`src/rtl/assert_macros.svh`:
```
// assertion macros for the rtl files that check themselves
// each macro samples on the rising edge of clock and is disabled during reset
`ifndef ASSERT_MACROS_SVH
`define ASSERT_MACROS_SVH

// expression must hold at every active edge
`define ASSERT_ALWAYS(lbl, expr) \
   lbl: assert property (@(posedge clock) disable iff (reset) (expr)) \
      else $error("assertion failed");

// consequent must hold in the same cycle as the antecedent
`define ASSERT_SAME(lbl, ante, cons) \
   lbl: assert property (@(posedge clock) disable iff (reset) (ante) |-> (cons)) \
      else $error("assertion failed");

// consequent must hold in the cycle after the antecedent
`define ASSERT_NEXT(lbl, ante, cons) \
   lbl: assert property (@(posedge clock) disable iff (reset) (ante) |=> (cons)) \
      else $error("assertion failed");

`endif

```
`src/rtl/mmiq_pkg.sv`:
```
// shared constants, status codes and control structs of the min-max quantizer
// no dependencies; used by the other rtl files, except assert_macros.svh, through scoped names
package mmiq_pkg;

   localparam int DEPTH     = 64;
   localparam int LEVEL_MAX = 65535;

   localparam int SAMPLE_W    = 32;
   localparam int STORE_W     = SAMPLE_W + 1;
   localparam int OUT_LEVEL_W = 16;
   localparam int STATUS_W    = 2;
   localparam int BAD_W       = 7;
   localparam int CSR_IDX_W   = 2;
   localparam int CSR_DATA_W  = 32;

   localparam int LEVEL_W = $clog2(LEVEL_MAX + 1);
   localparam int ADDR_W  = (DEPTH > 1) ? $clog2(DEPTH) : 1;
   localparam int CNT_W   = $clog2(DEPTH + 1);

   localparam logic [SAMPLE_W-1:0] BIAS = {1'b1, {(SAMPLE_W-1){1'b0}}};

   // register indexes of the configuration port
   localparam logic [CSR_IDX_W-1:0] CSR_SRC_ENABLE = 2'd0;
   localparam logic [CSR_IDX_W-1:0] CSR_SRC_LOW    = 2'd1;
   localparam logic [CSR_IDX_W-1:0] CSR_SRC_HIGH   = 2'd2;

   // result status codes
   localparam logic [STATUS_W-1:0] ST_NORMAL    = 2'd0;
   localparam logic [STATUS_W-1:0] ST_NO_VALID  = 2'd1;
   localparam logic [STATUS_W-1:0] ST_FLAT      = 2'd2;
   localparam logic [STATUS_W-1:0] ST_BAD_RANGE = 2'd3;

   // controller to datapath
   typedef struct packed {
      logic req_take;
      logic summarize;
      logic rd_en;
      logic div_start;
      logic load_out;
   } mmiq_cmd_type;

   // datapath to controller
   typedef struct packed {
      logic closing;
      logic div_done;
      logic last_item;
      logic out_free;
   } mmiq_stat_type;

endpackage

```
`src/rtl/mmiq_stream_if.sv`:
```
// valid/ready channel interfaces for the request and result streams
// depends on mmiq_pkg for field widths
interface mmiq_req_if;
   logic                                  valid;
   logic                                  ready;
   logic signed [mmiq_pkg::SAMPLE_W-1:0]  sample;
   logic                                  sample_ok;
   logic                                  set_end;

   modport source (output valid, sample, sample_ok, set_end, input ready);
   modport sink   (input valid, sample, sample_ok, set_end, output ready);
endinterface

interface mmiq_rsp_if;
   logic                                   valid;
   logic                                   ready;
   logic        [mmiq_pkg::OUT_LEVEL_W-1:0] level;
   logic        [mmiq_pkg::STATUS_W-1:0]    status;
   logic        [mmiq_pkg::BAD_W-1:0]       bad_count;
   logic signed [mmiq_pkg::SAMPLE_W-1:0]    seen_low;
   logic signed [mmiq_pkg::SAMPLE_W-1:0]    seen_high;
   logic signed [mmiq_pkg::SAMPLE_W-1:0]    report_low;
   logic signed [mmiq_pkg::SAMPLE_W-1:0]    report_high;
   logic                                   final_item;

   modport source (output valid, level, status, bad_count, seen_low, seen_high,
                   report_low, report_high, final_item, input ready);
   modport sink   (input valid, level, status, bad_count, seen_low, seen_high,
                   report_low, report_high, final_item, output ready);
endinterface

```
`src/rtl/mmiq_divider.sv`:
```
// serial scaler: (2*(v-low)*LEVEL_MAX + span) / (2*span), one quotient bit a cycle
// depends on mmiq_pkg
module mmiq_divider (
   input  logic                           clock,
   input  logic                           reset,
   input  logic                           start,
   input  logic [mmiq_pkg::SAMPLE_W-1:0]  value_b,
   input  logic [mmiq_pkg::SAMPLE_W-1:0]  low_b,
   input  logic [mmiq_pkg::SAMPLE_W-1:0]  span,
   output logic                           done,
   output logic [mmiq_pkg::LEVEL_W-1:0]   quotient
);

   localparam int PROD_W = mmiq_pkg::SAMPLE_W + mmiq_pkg::LEVEL_W;
   localparam int NUM_W  = PROD_W + 2;
   localparam int REM_W  = NUM_W - mmiq_pkg::LEVEL_W;
   localparam int STEP_W = $clog2(mmiq_pkg::LEVEL_W);
   localparam int LW     = mmiq_pkg::LEVEL_W;

   localparam logic [1:0] PH_IDLE = 2'd0;
   localparam logic [1:0] PH_MUL  = 2'd1;
   localparam logic [1:0] PH_LOAD = 2'd2;
   localparam logic [1:0] PH_STEP = 2'd3;

   logic [1:0]                      phase_ff, phase_in;
   logic                            done_ff, done_in;
   logic [STEP_W-1:0]               step_ff, step_in;
   logic [mmiq_pkg::SAMPLE_W-1:0]   d_ff, d_in;
   logic [mmiq_pkg::SAMPLE_W-1:0]   span_ff, span_in;
   logic [PROD_W-1:0]               prod_ff, prod_in;
   logic [REM_W-1:0]                rem_ff, rem_in;
   logic [LW-1:0]                   quo_ff, quo_in;
   logic [mmiq_pkg::SAMPLE_W:0]     dvs_ff, dvs_in;

   logic [NUM_W-1:0] num;
   logic [REM_W-1:0] trial;
   logic             fits;

   assign num   = {prod_ff, 1'b0} + NUM_W'(span_ff);
   assign trial = {rem_ff[REM_W-2:0], quo_ff[LW-1]};
   assign fits  = trial >= REM_W'(dvs_ff);

   always_comb begin
      phase_in = phase_ff;
      done_in  = 1'b0;
      step_in  = step_ff;
      d_in     = d_ff;
      span_in  = span_ff;
      prod_in  = prod_ff;
      rem_in   = rem_ff;
      quo_in   = quo_ff;
      dvs_in   = dvs_ff;
      unique case (phase_ff)
         PH_IDLE: begin
            if (start) begin
               d_in     = value_b - low_b;
               span_in  = span;
               phase_in = PH_MUL;
            end
         end
         PH_MUL: begin
            prod_in  = PROD_W'(d_ff) * PROD_W'(mmiq_pkg::LEVEL_MAX);
            phase_in = PH_LOAD;
         end
         PH_LOAD: begin
            rem_in   = num[NUM_W-1 -: REM_W];
            quo_in   = num[LW-1:0];
            dvs_in   = {span_ff, 1'b0};
            step_in  = STEP_W'(LW - 1);
            phase_in = PH_STEP;
         end
         PH_STEP: begin
            rem_in = fits ? (trial - REM_W'(dvs_ff)) : trial;
            quo_in = {quo_ff[LW-2:0], fits};
            if (step_ff == '0) begin
               done_in  = 1'b1;
               phase_in = PH_IDLE;
            end else begin
               step_in = step_ff - STEP_W'(1);
            end
         end
         default: phase_in = PH_IDLE;
      endcase
   end

   always_ff @(posedge clock) begin
      if (reset) begin
         phase_ff <= PH_IDLE;
         done_ff  <= 1'b0;
      end else begin
         phase_ff <= phase_in;
         done_ff  <= done_in;
      end
      step_ff <= step_in;
      d_ff    <= d_in;
      span_ff <= span_in;
      prod_ff <= prod_in;
      rem_ff  <= rem_in;
      quo_ff  <= quo_in;
      dvs_ff  <= dvs_in;
   end

   assign done     = done_ff;
   assign quotient = quo_ff;

endmodule

```
`src/rtl/mmiq_datapath.sv`:
```
// datapath: sample store, range trackers, set summary, divider and result register
// depends on mmiq_pkg and mmiq_divider
module mmiq_datapath (
   input  logic                               clock,
   input  logic                               reset,
   input  mmiq_pkg::mmiq_cmd_type             cmd,
   output mmiq_pkg::mmiq_stat_type            stat,
   input  logic [mmiq_pkg::SAMPLE_W-1:0]      req_sample,
   input  logic                               req_sample_ok,
   input  logic                               req_set_end,
   input  logic                               csr_wr_en,
   input  logic [mmiq_pkg::CSR_IDX_W-1:0]     csr_index,
   input  logic [mmiq_pkg::CSR_DATA_W-1:0]    csr_wdata,
   input  logic                               rsp_ready,
   output logic                               rsp_valid,
   output logic [mmiq_pkg::OUT_LEVEL_W-1:0]   rsp_level,
   output logic [mmiq_pkg::STATUS_W-1:0]      rsp_status,
   output logic [mmiq_pkg::BAD_W-1:0]         rsp_bad_count,
   output logic [mmiq_pkg::SAMPLE_W-1:0]      rsp_seen_low,
   output logic [mmiq_pkg::SAMPLE_W-1:0]      rsp_seen_high,
   output logic [mmiq_pkg::SAMPLE_W-1:0]      rsp_report_low,
   output logic [mmiq_pkg::SAMPLE_W-1:0]      rsp_report_high,
   output logic                               rsp_final_item
);

   localparam int SW = mmiq_pkg::SAMPLE_W;
   localparam int CW = mmiq_pkg::CNT_W;
   localparam int AW = mmiq_pkg::ADDR_W;

   // configuration registers
   logic          range_en_ff;
   logic [SW-1:0] src_low_ff;
   logic [SW-1:0] src_high_ff;

   // sample store
   logic [mmiq_pkg::STORE_W-1:0] store_ff [mmiq_pkg::DEPTH];
   logic [mmiq_pkg::STORE_W-1:0] rd_data_ff;

   // running set state, min and max kept biased so unsigned compares order them
   logic [SW-1:0] run_low_ff, run_low_in;
   logic [SW-1:0] run_high_ff, run_high_in;
   logic [CW-1:0] tally_ff, tally_in;
   logic [CW-1:0] fill_ff, fill_in;
   logic          any_ff, any_in;

   // summary of the closed set
   logic [mmiq_pkg::STATUS_W-1:0] sum_status_ff;
   logic [CW-1:0]                 sum_bad_ff;
   logic [SW-1:0]                 seen_low_ff, seen_high_ff;
   logic [SW-1:0]                 rep_low_ff, rep_high_ff;
   logic [SW-1:0]                 low_b_ff, span_ff;
   logic [CW-1:0]                 count_ff;
   logic [AW-1:0]                 k_ff, k_in;

   // result register
   logic                             out_valid_ff, out_valid_in;
   logic [mmiq_pkg::OUT_LEVEL_W-1:0] out_level_ff;
   logic [mmiq_pkg::STATUS_W-1:0]    out_status_ff;
   logic [mmiq_pkg::BAD_W-1:0]       out_bad_ff;
   logic [SW-1:0]                    out_seen_low_ff, out_seen_high_ff;
   logic [SW-1:0]                    out_rep_low_ff, out_rep_high_ff;
   logic                             out_final_ff;

   logic [SW-1:0]                    sample_b;
   logic                             bad_range;
   logic [mmiq_pkg::STATUS_W-1:0]    status_new;
   logic                             div_done;
   logic [mmiq_pkg::LEVEL_W-1:0]     div_q;
   logic [mmiq_pkg::OUT_LEVEL_W-1:0] level_new;

   assign sample_b  = req_sample ^ mmiq_pkg::BIAS;
   assign bad_range = range_en_ff &&
                      ((src_low_ff ^ mmiq_pkg::BIAS) > (src_high_ff ^ mmiq_pkg::BIAS));

   always_comb begin
      if (bad_range) begin
         status_new = mmiq_pkg::ST_BAD_RANGE;
      end else if (!any_ff) begin
         status_new = mmiq_pkg::ST_NO_VALID;
      end else if (run_low_ff == run_high_ff) begin
         status_new = mmiq_pkg::ST_FLAT;
      end else begin
         status_new = mmiq_pkg::ST_NORMAL;
      end
   end

   // configuration writes
   always_ff @(posedge clock) begin
      if (reset) begin
         range_en_ff <= 1'b0;
         src_low_ff  <= '0;
         src_high_ff <= '0;
      end else if (csr_wr_en) begin
         unique case (csr_index)
            mmiq_pkg::CSR_SRC_ENABLE: range_en_ff <= csr_wdata[0];
            mmiq_pkg::CSR_SRC_LOW:    src_low_ff  <= csr_wdata[SW-1:0];
            mmiq_pkg::CSR_SRC_HIGH:   src_high_ff <= csr_wdata[SW-1:0];
            default: ;
         endcase
      end
   end

   // store: one write port at the fill index, one registered read port
   always_ff @(posedge clock) begin
      if (cmd.req_take) begin
         store_ff[fill_ff[AW-1:0]] <= {req_sample_ok, req_sample};
      end
      if (cmd.rd_en) begin
         rd_data_ff <= store_ff[k_ff];
      end
   end

   always_comb begin
      run_low_in  = run_low_ff;
      run_high_in = run_high_ff;
      tally_in    = tally_ff;
      fill_in     = fill_ff;
      any_in      = any_ff;
      if (cmd.summarize) begin
         run_low_in  = '1;
         run_high_in = '0;
         tally_in    = '0;
         fill_in     = '0;
         any_in      = 1'b0;
      end else if (cmd.req_take) begin
         fill_in = fill_ff + CW'(1);
         if (req_sample_ok) begin
            any_in = 1'b1;
            if (sample_b < run_low_ff) begin
               run_low_in = sample_b;
            end
            if (sample_b > run_high_ff) begin
               run_high_in = sample_b;
            end
         end else begin
            tally_in = tally_ff + CW'(1);
         end
      end
   end

   always_ff @(posedge clock) begin
      if (reset) begin
         run_low_ff  <= '1;
         run_high_ff <= '0;
         tally_ff    <= '0;
         fill_ff     <= '0;
         any_ff      <= 1'b0;
      end else begin
         run_low_ff  <= run_low_in;
         run_high_ff <= run_high_in;
         tally_ff    <= tally_in;
         fill_ff     <= fill_in;
         any_ff      <= any_in;
      end
   end

   // set summary, taken once when the set closes
   always_ff @(posedge clock) begin
      if (cmd.summarize) begin
         sum_status_ff <= status_new;
         sum_bad_ff    <= tally_ff;
         seen_low_ff   <= any_ff ? (run_low_ff ^ mmiq_pkg::BIAS) : '0;
         seen_high_ff  <= any_ff ? (run_high_ff ^ mmiq_pkg::BIAS) : '0;
         rep_low_ff    <= range_en_ff ? src_low_ff
                          : (any_ff ? (run_low_ff ^ mmiq_pkg::BIAS) : '0);
         rep_high_ff   <= range_en_ff ? src_high_ff
                          : (any_ff ? (run_high_ff ^ mmiq_pkg::BIAS) : '0);
         low_b_ff      <= run_low_ff;
         span_ff       <= run_high_ff - run_low_ff;
         count_ff      <= fill_ff;
      end
   end

   always_comb begin
      k_in = k_ff;
      if (cmd.summarize) begin
         k_in = '0;
      end else if (cmd.load_out && !stat.last_item) begin
         k_in = k_ff + AW'(1);
      end
   end

   always_ff @(posedge clock) begin
      if (reset) begin
         k_ff <= '0;
      end else begin
         k_ff <= k_in;
      end
   end

   mmiq_divider u_divider (
      .clock    (clock),
      .reset    (reset),
      .start    (cmd.div_start),
      .value_b  (rd_data_ff[SW-1:0] ^ mmiq_pkg::BIAS),
      .low_b    (low_b_ff),
      .span     (span_ff),
      .done     (div_done),
      .quotient (div_q)
   );

   // invalid samples and abnormal sets give level zero
   assign level_new = (sum_status_ff == mmiq_pkg::ST_NORMAL && rd_data_ff[SW])
                      ? mmiq_pkg::OUT_LEVEL_W'(div_q) : '0;

   always_comb begin
      out_valid_in = out_valid_ff;
      if (cmd.load_out) begin
         out_valid_in = 1'b1;
      end else if (rsp_ready) begin
         out_valid_in = 1'b0;
      end
   end

   always_ff @(posedge clock) begin
      if (reset) begin
         out_valid_ff <= 1'b0;
      end else begin
         out_valid_ff <= out_valid_in;
      end
      if (cmd.load_out) begin
         out_level_ff     <= level_new;
         out_status_ff    <= sum_status_ff;
         out_bad_ff       <= mmiq_pkg::BAD_W'(sum_bad_ff);
         out_seen_low_ff  <= seen_low_ff;
         out_seen_high_ff <= seen_high_ff;
         out_rep_low_ff   <= rep_low_ff;
         out_rep_high_ff  <= rep_high_ff;
         out_final_ff     <= stat.last_item;
      end
   end

   assign stat.closing   = req_set_end || (fill_ff == CW'(mmiq_pkg::DEPTH - 1));
   assign stat.div_done  = div_done;
   assign stat.last_item = (CW'(k_ff) + CW'(1)) == count_ff;
   assign stat.out_free  = !out_valid_ff || rsp_ready;

   assign rsp_valid       = out_valid_ff;
   assign rsp_level       = out_level_ff;
   assign rsp_status      = out_status_ff;
   assign rsp_bad_count   = out_bad_ff;
   assign rsp_seen_low    = out_seen_low_ff;
   assign rsp_seen_high   = out_seen_high_ff;
   assign rsp_report_low  = out_rep_low_ff;
   assign rsp_report_high = out_rep_high_ff;
   assign rsp_final_item  = out_final_ff;

endmodule

```
`src/rtl/mmiq_ctrl.sv`:
```
// controller: collects a set, then sequences read, divide and hand-off per sample
// depends on mmiq_pkg
module mmiq_ctrl (
   input  logic                     clock,
   input  logic                     reset,
   input  logic                     req_valid,
   output logic                     req_ready,
   input  mmiq_pkg::mmiq_stat_type  stat,
   output mmiq_pkg::mmiq_cmd_type   cmd
);

   localparam logic [2:0] S_COLLECT = 3'd0;
   localparam logic [2:0] S_SUMMARY = 3'd1;
   localparam logic [2:0] S_READ    = 3'd2;
   localparam logic [2:0] S_START   = 3'd3;
   localparam logic [2:0] S_WAIT    = 3'd4;
   localparam logic [2:0] S_PUT     = 3'd5;

   logic [2:0] state_ff, state_in;

   assign req_ready = (state_ff == S_COLLECT);

   always_comb begin
      state_in = state_ff;
      cmd      = '0;
      unique case (state_ff)
         S_COLLECT: begin
            cmd.req_take = req_valid;
            if (req_valid && stat.closing) begin
               state_in = S_SUMMARY;
            end
         end
         S_SUMMARY: begin
            cmd.summarize = 1'b1;
            state_in      = S_READ;
         end
         S_READ: begin
            cmd.rd_en = 1'b1;
            state_in  = S_START;
         end
         S_START: begin
            cmd.div_start = 1'b1;
            state_in      = S_WAIT;
         end
         S_WAIT: begin
            if (stat.div_done) begin
               state_in = S_PUT;
            end
         end
         S_PUT: begin
            if (stat.out_free) begin
               cmd.load_out = 1'b1;
               state_in     = stat.last_item ? S_COLLECT : S_READ;
            end
         end
         default: state_in = S_COLLECT;
      endcase
   end

   always_ff @(posedge clock) begin
      if (reset) begin
         state_ff <= S_COLLECT;
      end else begin
         state_ff <= state_in;
      end
   end

endmodule

```
`src/rtl/minmax_intensity_quantizer.sv`:
```
// top level of the min-max intensity quantizer: controller plus datapath
// depends on mmiq_pkg, mmiq_stream_if, mmiq_ctrl, mmiq_datapath and assert_macros.svh
//
//  channel  dir  handshake     carries
//  req_ch   in   valid/ready   sample, sample_ok, set_end
//  rsp_ch   out  valid/ready   level, status, bad_count, seen/report range, final_item
//  csr_*    in   csr_wr_en     csr_index, csr_wdata (no wait, no read-back)
//
// loading takes one request per cycle into the sample store while collecting
// a closing request is followed by a summary step, then each result is made by a
// read, a subtract, a 32x16 multiply, a load step and the one-bit-a-cycle divider;
// no request is taken until the set is emitted
// the next result is computed while the previous one waits in the result register
// reset is synchronous and clears control, range trackers and configuration; the
// sample store is not cleared since only entries of the current set are read
`include "assert_macros.svh"

module minmax_intensity_quantizer (
   input  logic                                clock,
   input  logic                                reset,
   mmiq_req_if.sink                            req_ch,
   mmiq_rsp_if.source                          rsp_ch,
   input  logic                                csr_wr_en,
   input  logic [mmiq_pkg::CSR_IDX_W-1:0]      csr_index,
   input  logic [mmiq_pkg::CSR_DATA_W-1:0]     csr_wdata
);

   // command and status between the two halves
   mmiq_pkg::mmiq_cmd_type  cmd;
   mmiq_pkg::mmiq_stat_type stat;

   logic                             req_ready;
   logic                             rsp_valid;
   logic [mmiq_pkg::OUT_LEVEL_W-1:0] rsp_level;
   logic [mmiq_pkg::STATUS_W-1:0]    rsp_status;
   logic [mmiq_pkg::BAD_W-1:0]       rsp_bad_count;
   logic [mmiq_pkg::SAMPLE_W-1:0]    rsp_seen_low;
   logic [mmiq_pkg::SAMPLE_W-1:0]    rsp_seen_high;
   logic [mmiq_pkg::SAMPLE_W-1:0]    rsp_report_low;
   logic [mmiq_pkg::SAMPLE_W-1:0]    rsp_report_high;
   logic                             rsp_final_item;

   // sequencer: collect, summarize, then one read-divide-put loop per sample
   mmiq_ctrl u_ctrl (
      .clock     (clock),
      .reset     (reset),
      .req_valid (req_ch.valid),
      .req_ready (req_ready),
      .stat      (stat),
      .cmd       (cmd)
   );

   // store, trackers, divider and result register
   mmiq_datapath u_datapath (
      .clock           (clock),
      .reset           (reset),
      .cmd             (cmd),
      .stat            (stat),
      .req_sample      (req_ch.sample),
      .req_sample_ok   (req_ch.sample_ok),
      .req_set_end     (req_ch.set_end),
      .csr_wr_en       (csr_wr_en),
      .csr_index       (csr_index),
      .csr_wdata       (csr_wdata),
      .rsp_ready       (rsp_ch.ready),
      .rsp_valid       (rsp_valid),
      .rsp_level       (rsp_level),
      .rsp_status      (rsp_status),
      .rsp_bad_count   (rsp_bad_count),
      .rsp_seen_low    (rsp_seen_low),
      .rsp_seen_high   (rsp_seen_high),
      .rsp_report_low  (rsp_report_low),
      .rsp_report_high (rsp_report_high),
      .rsp_final_item  (rsp_final_item)
   );

   assign req_ch.ready       = req_ready;
   assign rsp_ch.valid       = rsp_valid;
   assign rsp_ch.level       = rsp_level;
   assign rsp_ch.status      = rsp_status;
   assign rsp_ch.bad_count   = rsp_bad_count;
   assign rsp_ch.seen_low    = $signed(rsp_seen_low);
   assign rsp_ch.seen_high   = $signed(rsp_seen_high);
   assign rsp_ch.report_low  = $signed(rsp_report_low);
   assign rsp_ch.report_high = $signed(rsp_report_high);
   assign rsp_ch.final_item  = rsp_final_item;

   // a pending result is never overwritten
   `ASSERT_SAME(a_no_overwrite, cmd.load_out, stat.out_free)
   // divider completion is a single-cycle pulse
   `ASSERT_NEXT(a_done_pulse, stat.div_done, !stat.div_done)
   // collecting and emitting never overlap
   `ASSERT_ALWAYS(a_take_vs_put, !(cmd.req_take && (cmd.load_out || cmd.div_start)))
   // only a normal set carries nonzero levels
   `ASSERT_SAME(a_level_zero, rsp_valid && rsp_status != mmiq_pkg::ST_NORMAL, rsp_level == '0)

endmodule

```
`src/flat_wrapper.sv`:
```
// flat-port wrapper written by rule: the top's interface ports become plain ports
module minmax_intensity_quantizer_flat 
  (clock, reset, csr_wr_en, csr_index, csr_wdata, req_ch_valid, req_ch_sample, req_ch_sample_ok, req_ch_set_end, req_ch_ready, rsp_ch_valid, rsp_ch_level, rsp_ch_status, rsp_ch_bad_count, rsp_ch_seen_low, rsp_ch_seen_high, rsp_ch_report_low, rsp_ch_report_high, rsp_ch_final_item, rsp_ch_ready);
  mmiq_req_if req_ch_i ();
  mmiq_rsp_if rsp_ch_i ();
  input  logic clock;
  input  logic reset;
  input  logic csr_wr_en;
  input  logic [mmiq_pkg::CSR_IDX_W-1:0] csr_index;
  input  logic [mmiq_pkg::CSR_DATA_W-1:0] csr_wdata;
  input wire logic [$bits(req_ch_i.valid)-1:0] req_ch_valid;
  input wire logic [$bits(req_ch_i.sample)-1:0] req_ch_sample;
  input wire logic [$bits(req_ch_i.sample_ok)-1:0] req_ch_sample_ok;
  input wire logic [$bits(req_ch_i.set_end)-1:0] req_ch_set_end;
  output wire logic [$bits(req_ch_i.ready)-1:0] req_ch_ready;
  output wire logic [$bits(rsp_ch_i.valid)-1:0] rsp_ch_valid;
  output wire logic [$bits(rsp_ch_i.level)-1:0] rsp_ch_level;
  output wire logic [$bits(rsp_ch_i.status)-1:0] rsp_ch_status;
  output wire logic [$bits(rsp_ch_i.bad_count)-1:0] rsp_ch_bad_count;
  output wire logic [$bits(rsp_ch_i.seen_low)-1:0] rsp_ch_seen_low;
  output wire logic [$bits(rsp_ch_i.seen_high)-1:0] rsp_ch_seen_high;
  output wire logic [$bits(rsp_ch_i.report_low)-1:0] rsp_ch_report_low;
  output wire logic [$bits(rsp_ch_i.report_high)-1:0] rsp_ch_report_high;
  output wire logic [$bits(rsp_ch_i.final_item)-1:0] rsp_ch_final_item;
  input wire logic [$bits(rsp_ch_i.ready)-1:0] rsp_ch_ready;
  assign req_ch_i.valid = req_ch_valid;
  assign req_ch_i.sample = req_ch_sample;
  assign req_ch_i.sample_ok = req_ch_sample_ok;
  assign req_ch_i.set_end = req_ch_set_end;
  assign req_ch_ready = req_ch_i.ready;
  assign rsp_ch_valid = rsp_ch_i.valid;
  assign rsp_ch_level = rsp_ch_i.level;
  assign rsp_ch_status = rsp_ch_i.status;
  assign rsp_ch_bad_count = rsp_ch_i.bad_count;
  assign rsp_ch_seen_low = rsp_ch_i.seen_low;
  assign rsp_ch_seen_high = rsp_ch_i.seen_high;
  assign rsp_ch_report_low = rsp_ch_i.report_low;
  assign rsp_ch_report_high = rsp_ch_i.report_high;
  assign rsp_ch_final_item = rsp_ch_i.final_item;
  assign rsp_ch_i.ready = rsp_ch_ready;
  minmax_intensity_quantizer u_core (.clock(clock), .reset(reset), .req_ch(req_ch_i), .rsp_ch(rsp_ch_i), .csr_wr_en(csr_wr_en), .csr_index(csr_index), .csr_wdata(csr_wdata));
endmodule
```
`config.mk`:
```
export PLATFORM = sky130hd
export DESIGN_NAME = minmax_intensity_quantizer_flat
export DESIGN_NICKNAME = d
export VERILOG_FILES = /design/src/rtl/mmiq_pkg.sv /design/src/rtl/mmiq_stream_if.sv /design/src/rtl/mmiq_divider.sv /design/src/rtl/mmiq_datapath.sv /design/src/rtl/mmiq_ctrl.sv /design/src/rtl/minmax_intensity_quantizer.sv /design/src/flat_wrapper.sv
export VERILOG_INCLUDE_DIRS = /design/src /design/src/rtl
export SDC_FILE = /design/constraint.sdc
export NUM_CORES = 2
export LEC_CHECK = 0
export BUFFER_PORTS_ARGS = -buffer_cell sky130_fd_sc_hd__buf_2
export CAP_MARGIN = 5
export CORE_ASPECT_RATIO = 0.6
export CORE_MARGIN = 2
export CORE_UTILIZATION = 60
export CTS_CLUSTER_SIZE = 30
export DETAILED_ROUTE_END_ITERATION = 12
export PLACE_DENSITY = 0.83
export SYNTH_ARGS = -nofsm -noshare
export SYNTH_HDL_FRONTEND = slang
export SYNTH_SLANG_ARGS = --single-unit
```
`constraint.sdc`:
```
create_clock -name clock -period 22.8 [get_ports clock]
set_input_delay 1.14 -clock clock [delete_from_list [all_inputs] [get_ports clock]]
set_output_delay 1.14 -clock clock [all_outputs]
set_load 0.05 [all_outputs]
```
==> flow_summary.toml <==
[outcome]
outcome = "finished, final reports clean"

[hold_path]
hp-class = "reg -> reg"
hold_path_startpoint = "u_core.u_datapath.rep_low_ff[28]"

[placed_design]
place_worst_setup_slack_ps = 15730
port_buffers = 228
place.gp.congestion = 0.981
placed_cells_incl_taps = 9824
hpwlAfterDp_um = 223000

[setup_path]
timing.critical_path.from_type = "flop"
crit_type = "reg -> reg"
critPathRequiredTime_ps = 23430
r2r_start = "u_core.u_datapath.u_divider.d_ff[9]"
setup.worst_path.start = "u_core.u_datapath.u_divider.d_ff[9]"
worstPathArrival_ps = 7880
crit_fanout = 5
critical_path.endpoint_type = "flop"

[clocking]
cts_root_buffer = "sky130_fd_sc_hd__clkbuf_16"
holdBufCountCts = 0
clock_transition_at_the_registers_of_the_reported_paths_ps = 80
clk_latency_ps = 920
tritoncts = "done"
clk_path_buf_depth = 4
post-cts-setup-buffers = 0
post_cts_resized = 0
clock_sinks = 2861
htree_levels = 4
tritoncts.num_buffers = 239

[power]
p_comb_share_pct = 45.0
sequentialPowerShare_pct = 34.2
switching_share_pct = 38.0
power_per_cell_area_nw_per_um2 = 144
cellLeakagePower_uw = 0.0469
power.switching_uw = 7550
power.share.clock_pct = 20.8
post-layout-total-power_uw = 19900
vdd_ir_drop_max_uv = 486
cellInternalPower_uw = 12300

[grt]
largest_net_degree_at_the_start_of_global_routing = 112
grt_first_pass_wirelength_um = 510000
track_usage_pct = 34.6
first_global_vias = 69000
initial_antenna_violation_count = 38
global_route_overflow = 0

[floorplan]
std_cell_rows = 129
die_y_um = 357
floorplan.initialDensity_pct = 60.5
chipWidth_um = 593
die-area_um2 = 212000
design.core.area_um2 = 206000
ios = 229

[timing]
slew_headroom_pct = 3.60
timing_hold_violations_final = 0
achievable-frequency_mhz = 138
slew_viol_final = 0
postLayoutSetupSlackWorst_ps = 15540
final_clock_skew_ps = 43.7
grt_setup_unrepaired = "no"
post-route-period-util_pct = 31.8
tns_ps = 0
finalCriticalPeriod_ps = 7260
setup_viol_count_final = 0
worst_pin_slew_ps = 1440

[finish]
drive_gt1_share_pct = 21.6
layoutNonFillerInstCount = 10300
signed_area_change_from_the_synthesized_netlist_to_the_final_layout_pct = 10.4
finish.net_count = 8000

[synthesis]
ys_warn_count = 0
netlist.top_cell.by_area = "sky130_fd_sc_hd__edfxtp_1"
syn-num-nets = 7619
ys.flop_type = "sky130_fd_sc_hd__edfxtp_1"
netlist_area_um2 = 125000
number_of_synthesized_flops_with_an_enable_pin = 2704
synthesis.instances = 6936
yosys.area.top_type_share_pct = 65.0
async_flop_share_pct = 0
synth.top_cells.by_area = "sky130_fd_sc_hd__edfxtp_1 65%, sky130_fd_sc_hd__mux4_2 12%, sky130_fd_sc_hd__fa_1 4.4%"
sequential_fraction_of_the_synthesis_area_pct = 67.5
ys_types = 79
synth_area_per_cell_um2 = 18.0
ys_seq_elements = 2861

[drt]
drtPass1Iterations = 9
vias_per_cell = 6.77
detailedRoute.firstIterationViolations = 11900
drc_errors = 0
drt-wirelength-per-cell_um = 35.1
ant_nets = 0
num_vias = 69700
drt_wl_total_um = 361000

[flow_run]
cap_violations = 0
## registers in the layout, indices dropped and copies added, names as in the netlist, 33 cells and up
name	count
u_core.u_datapath.u_divider.prod_ff	48
u_core.u_datapath.store_ff	2112
u_core.u_datapath.rd_data_ff	33
u_core.u_datapath.u_divider.rem_ff	33
## final timing paths
path / endpoint / slack, ps / depth (start not counted)
setup / recovery: u_core.u_datapath.u_divider.prod_ff[42] / 15540 / 24
hold / removal: u_core.u_datapath.rsp_report_low[28] / 410 / 0
setup reg to reg: u_core.u_datapath.u_divider.prod_ff[42] / 15540 / 24
hold reg to reg: u_core.u_datapath.rsp_report_low[28] / 410 / 0
## cell type report
type | instances | area [µm²]
fillers | 12700 | 68600
clock buffers | 280 | 6230
repair buffers | 387 | 2380
multi-input cells | 3255 | 37800
well taps | 2751 | 3440
flip-flops and latches | 2861 | 84400
clock inverters | 156 | 1360
diodes | 32 | 80.1
inverters | 573 | 2150
## kinds of logic (layout without fill, tap and decap cells)
kind of cell	after synthesis	after routing	synth area share, %
adders and majority gates	610	610	7.75
DFF	2861	2861	67.5
muxes	862	862	13.9
xor gates and xnor gates	187	187	1.31
AOI/OAI and AO/OA	674	674	3.44
other	0	32	0
buffers and inverters	820	1396	2.57
and+or+nand+nor	922	922	3.45
## per-stage QoR
step / hold WS (ps) / utilization, % / instance area [µm²]
after CTS: 413 / 66.7 / 138000
after global placement: 402 / 63.0 / 130000
final: 414 / 66.8 / 138000
after detailed placement: 405 / 63.0 / 130000
after global routing: 420 / 66.7 / 138000
after floorplan: 400 / - / 125000
## cells in the mapped netlist, types with 117 or more instances
cell	instances
sky130_fd_sc_hd__ha_1	337
sky130_fd_sc_hd__mux4_2	693
sky130_fd_sc_hd__nor2_1	294
sky130_fd_sc_hd__fa_1	273
sky130_fd_sc_hd__clkbuf_1	162
sky130_fd_sc_hd__inv_1	573
sky130_fd_sc_hd__a21o_1	121
sky130_fd_sc_hd__dfxtp_1	157
sky130_fd_sc_hd__a21oi_1	248
sky130_fd_sc_hd__edfxtp_1	2704
sky130_fd_sc_hd__o21ai_0	117
sky130_fd_sc_hd__nand2_1	266
## cell usage in the layout, fill, tap and decap left out, drive strengths merged, types with 77 or more instances in the layout
cell	synthesis	final
edfxtp	2704	2704
mux4	693	693
inv	573	582
buf	85	387
ha	337	337
nor2	294	294
clkbuf	162	280
fa	273	273
nand2	266	266
a21oi	252	252
dfxtp	157	157
o21ai	130	130
a21o	121	121
xnor2	110	110
clkinv	0	106
mux2i	95	95
and2	85	85
xor2	77	77
## power groups by stage
stage          logic [µW]  registers (µW)  clock network (µW)
5_1_grt              9990            6810                4310
3_3_place_gp         8610            6880                   0
2_1_floorplan        6470            6860                   0
6_report             8950            6790                4130
4_1_cts              8850            6780                4140
3_5_place_dp         8750            6890                   0
## critical path, stage by stage, from the launching register on
cell	delay (ps)
sky130_fd_sc_hd__edfxtp_1	430
sky130_fd_sc_hd__inv_1	200
sky130_fd_sc_hd__fa_1	550
sky130_fd_sc_hd__fa_1	610
sky130_fd_sc_hd__inv_1	60
sky130_fd_sc_hd__fa_1	530
sky130_fd_sc_hd__inv_1	80
sky130_fd_sc_hd__fa_1	540
sky130_fd_sc_hd__inv_1	50
sky130_fd_sc_hd__fa_1	480
sky130_fd_sc_hd__inv_1	60
sky130_fd_sc_hd__fa_1	480
sky130_fd_sc_hd__inv_1	50
sky130_fd_sc_hd__ha_1	380
sky130_fd_sc_hd__o21ai_0	150
sky130_fd_sc_hd__o21ai_0	490
sky130_fd_sc_hd__a311oi_1	180
sky130_fd_sc_hd__a21oi_1	370
sky130_fd_sc_hd__a21oi_2	180
sky130_fd_sc_hd__o21ai_2	290
sky130_fd_sc_hd__o21ai_2	130
sky130_fd_sc_hd__a21oi_2	320
sky130_fd_sc_hd__nor3_2	110
sky130_fd_sc_hd__o21ai_1	160
sky130_fd_sc_hd__xor2_1	80
## routing by layer
layer | global-route usage [%] | routed length (µm)
met5 | 1.06 | 517
met2 | 47.2 | 150000
met3 | 14.5 | 61800
met4 | 12.3 | 14700
met1 | 50.1 | 134000
No activity file was read; power rests on OpenSTA's default activity.
